$ cat src/sv/rnst_ram.sv
// ----------------------------------------------------------------------------
// rnst_ram: generic single-port-write, single-port-read RAM
// One write and one read per cycle; read data is registered.
// ----------------------------------------------------------------------------
module rnst_ram #(
    parameter int WIDTH = 8,
    parameter int DEPTH = 16,
    localparam int AW   = $clog2(DEPTH)
) (
    input  logic             i_clk,
    input  logic             i_we,
    input  logic [AW-1:0]    i_waddr,
    input  logic [WIDTH-1:0] i_wdata,
    input  logic [AW-1:0]    i_raddr,
    output logic [WIDTH-1:0] o_rdata
);

    logic [WIDTH-1:0] r_mem [DEPTH];

    always_ff @(posedge i_clk) begin
        if (i_we) begin
            r_mem[i_waddr] <= i_wdata;
        end
        o_rdata <= r_mem[i_raddr];
    end

endmodule

$ cat config.mk
export PLATFORM = sky130hd
export DESIGN_NAME = rnst_ram
export DESIGN_NICKNAME = d
export VERILOG_FILES = /design/src/sv/rnst_ram.sv
export SDC_FILE = /design/constraint.sdc
export NUM_CORES = 1
export LEC_CHECK = 0
export ABC_AREA = 1
export BUFFER_PORTS_ARGS = -buffer_cell sky130_fd_sc_hd__buf_2
export CAP_MARGIN = 5
export CORE_MARGIN = 10
export CORE_UTILIZATION = 55
export CTS_CLUSTER_DIAMETER = 120
export DETAILED_ROUTE_END_ITERATION = 12
export MAX_ROUTING_LAYER = met4
export PLACE_DENSITY = 0.75
export SLEW_MARGIN = 10
export SYNTH_ARGS = -nofsm -noshare
export SYNTH_HDL_FRONTEND = slang
export SYNTH_SLANG_ARGS = --single-unit
export TNS_END_PERCENT = 30
$ cat constraint.sdc
create_clock -name i_clk -period 0.97 [get_ports i_clk]
set_input_delay 0.0485 -clock i_clk [delete_from_list [all_inputs] [get_ports i_clk]]
set_output_delay 0.0485 -clock i_clk [all_outputs]
set_load 0.02 [all_outputs]
==> results.txt <==
The number of setup violations in the final report is 9, and the count of nets left with antenna violations after detail routing is 0. The checks that failed: negative setup slack. The leakage power summed over all cells is 3.09 nW, and the share of flip-flops with an asynchronous set or reset after synthesis is 0. The number of gates on the worst path with buffers counted was 1; the count of placed standard cells in the final layout, fillers left out was 757. The critical path start-end classification was reg2out. The number of DRC markers in iteration 0 was 397; the area enclosed by the die boundary was 15,000 um2. The count of buffers added on input and output ports is 25. For this block, the via count after detailed routing is 3,983. The met1 track utilization from global routing was 0.221. Detailed placement ended at an HPWL of 8.33 mm. The overall fraction of global-route tracks in use is 0.192. Compared with the post-synthesis result, the final layout area differs by 23.0%. For the number of antenna violations at the first check in global routing, the log shows 0. On the worst path, the slowest cell contributes a delay of 0.35 ns. The run gives 12 as the distinct cell type count after synthesis. The average via count per standard cell came out at 5.26. Counting cells, the worst reg-to-reg path comes to 6. The maximum clock frequency is 0.962 GHz. Counting instances in the post-synthesis netlist gives the leading cell types as nand2_1, edfxtp_1, inv_1. The tools report the endpoint type of the worst setup path as a primary output. For this run, the number of Yosys warnings is 0.

Between clock sinks in the finished design, the worst skew comes to 0.00613 ns. The run gives 0.315 as the met2 track utilization from global routing. Buffers inserted during clock tree synthesis total 17. The final-stage net count was 626. The per-instance average area after synthesis is 10.5 um2. For the number of H-tree levels, the log shows 4. The summed instance area of the synthesized netlist was 5770 um2; the die height was 122 um. The classification of the worst-slack hold path is in2reg. Clock tree synthesis selected as its root buffer the cell clkbuf_8. The logs give 0 for the total congestion overflow and 13.8 mm for the total wirelength of the detailed-routed design. Across the whole layout, storage elements account for 4010 um2.

The sort of element at the start of the critical path was a flip-flop. The areal power density over the cells was 1950 nW/um2; the via count of the first global-routing pass was 4,035. Among all stages on the critical path, the largest delay is contributed by dfxtp_2.

The setup slack of the critical path after layout came out at -0.0691 ns. After detailed routing, the average wire length per cell comes to 18.2 um. Adding up every negative setup slack in the final design gives -0.383 ns.

Synthesis handed over a netlist of 551 instances. The routing usage on met3 is 0.0491. Of all cell types, the one taking the most synthesized area is edfxtp_1. After layout, the minimum clock period comes to 1.04 ns.

The clock sink count was 136; the depth of the worst hold-timing path was 5. The logs give 0.52 ns for the clock latency on the worst-skew pair and 716 for the cell count after placement. Before antenna repair, the detailed router went through 5 iterations. The worst-case IR drop observed on VDD is 1290 uV. Final instance area: 7090 um2.

The area share of the largest cell type after synthesis is 0.667, and the final count of pins violating max slew is 0. Synthesis inferred 136 register bits. The number of hold-slack violations in the final timing report is 0, and the ratio of cells with drive above 1 in the final layout is 0.213. The worst-margin pin slew was 0.398 ns; the deepest clock path buffer count was 2. The initialized floorplan defines 37 standard-cell rows. The footprint of the multi-input gates came out at 1400 um2. The critical path's top delay family is flip-flops.

The first global-routing pass estimated 20.7 mm of wire. After filler insertion, the fill cell instance count of the layout stands at 744. The number of buffer and inverter stages on the critical path came out at 1. The tightest slew margin relative to the limit is 0.735. In this run the count of I/O pins placed on the die edge is 26.

Traced cell by cell, the critical path runs through buf_6. For the worst setup path, the data required time is 0.92 ns. Busiest layer in global routing: met2. Counting every net in the synthesized netlist gives 569.

In the synthesized netlist the dominant register cell turns out to be edfxtp_1. The horizontal extent of the die is 122 um, and the weighted congestion reported at the end of routability-driven placement is 0.901. The core region is 10,300 um2. The number of antenna diodes in the final layout is 0. The worst endpoint data arrival time was 0.99 ns.

The initial core utilization came out at 0.561. Hold is met by 0.0439 ns. Entering global routing, the biggest net connects 64 pins. TritonCTS built the clock tree. The flow ran to the end, but the final reports show violations. DRC violation count after routing: 0. Max-cap violations in this run came to 0.

The cell area after placement was 6180 um2. In the post-synthesis netlist, the biggest area contributors are edfxtp_1, nand2_1, nand3_1. Setup repair after global routing could not meet its margin everywhere.

The final period utilization is 1.07. The post-CTS setup repair buffer count was 0. Sequential area share after synthesis: 0.694. The clock transition at the register clock pins on the worst setup and hold paths after CTS was 0.06 ns.

Yosys mapped a number of flops with a built-in enable equal to 128. The most frequent cell after synthesis was nand2_1. Maximum fanout along the worst path: 1.
[layout make-up]
cell class              count  area share
inverters                 102      0.0540
clock buffers              20      0.0628
flip-flops and latches    136       0.566
multi-input cells         289       0.198
well taps                 136      0.0240
clock inverters            12      0.0178
repair buffers             62      0.0776
[worst paths after layout]
path	slack [ns]	endpoint	from
min reg2reg	0.69	o_rdata[6]$_DFF_P_	r_mem[11][6]$_DFFE_PP_
max reg2reg	-0.01	o_rdata[1]$_DFF_P_	r_mem[10][1]$_DFFE_PP_
min	0.04	o_rdata[2]$_DFF_P_	i_raddr[2]
max	-0.07	o_rdata[4]	o_rdata[4]$_DFF_P_
[placed cells by master, fill, tap and decap left out]
| cell | count |
|---|---|
| nand2_1 | 172 |
| edfxtp_1 | 128 |
| inv_1 | 99 |
| nand3_1 | 60 |
| nand3_2 | 37 |
| buf_4 | 22 |
| nor2_1 | 17 |
| buf_2 | 17 |
| clkbuf_16 | 16 |
| dlygate4sd3_1 | 9 |
| dfxtp_2 | 8 |
| buf_6 | 8 |
| buf_12 | 6 |
| clkinvlp_4 | 4 |
| inv_2 | 3 |
| clkbuf_8 | 3 |
| clkinv_2 | 3 |
| nand3b_1 | 2 |
| bufinv_16 | 2 |
| nand2_2 | 1 |
| clkinv_4 | 1 |
| inv_6 | 1 |
| clkinv_1 | 1 |
| clkbuf_1 | 1 |
[state kept, by name (all words and copies together) (netlist names)]
register	flops
r_mem	128
o_rdata	8
[kinds of logic after synthesis]
| group | Yosys count | synth area share |
|---|---|---|
| flops | 136 | 0.694 |
| buf+inv | 126 | 0.0952 |
| simple gates | 289 | 0.210 |
[power breakdown]
| group | total (mW) | internal, mW | switching [mW] |
|---|---|---|---|
| Sequential | 6.63 | 6.58 | 0.0554 |
| Combinational | 1.05 | 0.374 | 0.674 |
| Clock | 6.12 | 3.78 | 2.35 |
[what timing repair did]
item,4_1_cts,5_1_grt
gates cloned,0,0
hold endpoints to repair,134,0
pin swaps,2,14
hold buffers,9,0
resized for setup,37,26
endpoints found under the setup margin,13,16
[stage by stage]
step | util | total power, mW | setup WS [ns]
4_1_cts | 0.678 | 13.8 | -0.0889
3_3_place_gp | 0.601 | 7.60 | -0.147
2_1_floorplan | - | 7.23 | -0.0293
6_report | 0.690 | 13.8 | -0.0691
3_5_place_dp | 0.601 | 7.63 | -0.164
5_1_grt | 0.690 | 14.2 | -0.103
[metal layers]
| metal | part of all wire | vias to the layer above | wire (um) |
|---|---|---|---|
| li1 | - | 1883 | - |
| met1 | 0.40 | 1906 | 5470 |
| met2 | 0.51 | 170 | 7010 |
| met3 | 0.071 | 24 | 974 |
| met4 | 0.023 | 0 | 314 |
| met5 | 0 | - | 0 |
[tightest hold or removal path: stages]
cell and delay (ns):
buf_2 0.12, buf_4 0.14, nand3_2 0.09, nand3_1 0.08
nand2_1 0.05
Power figures use the tool's default switching activity.
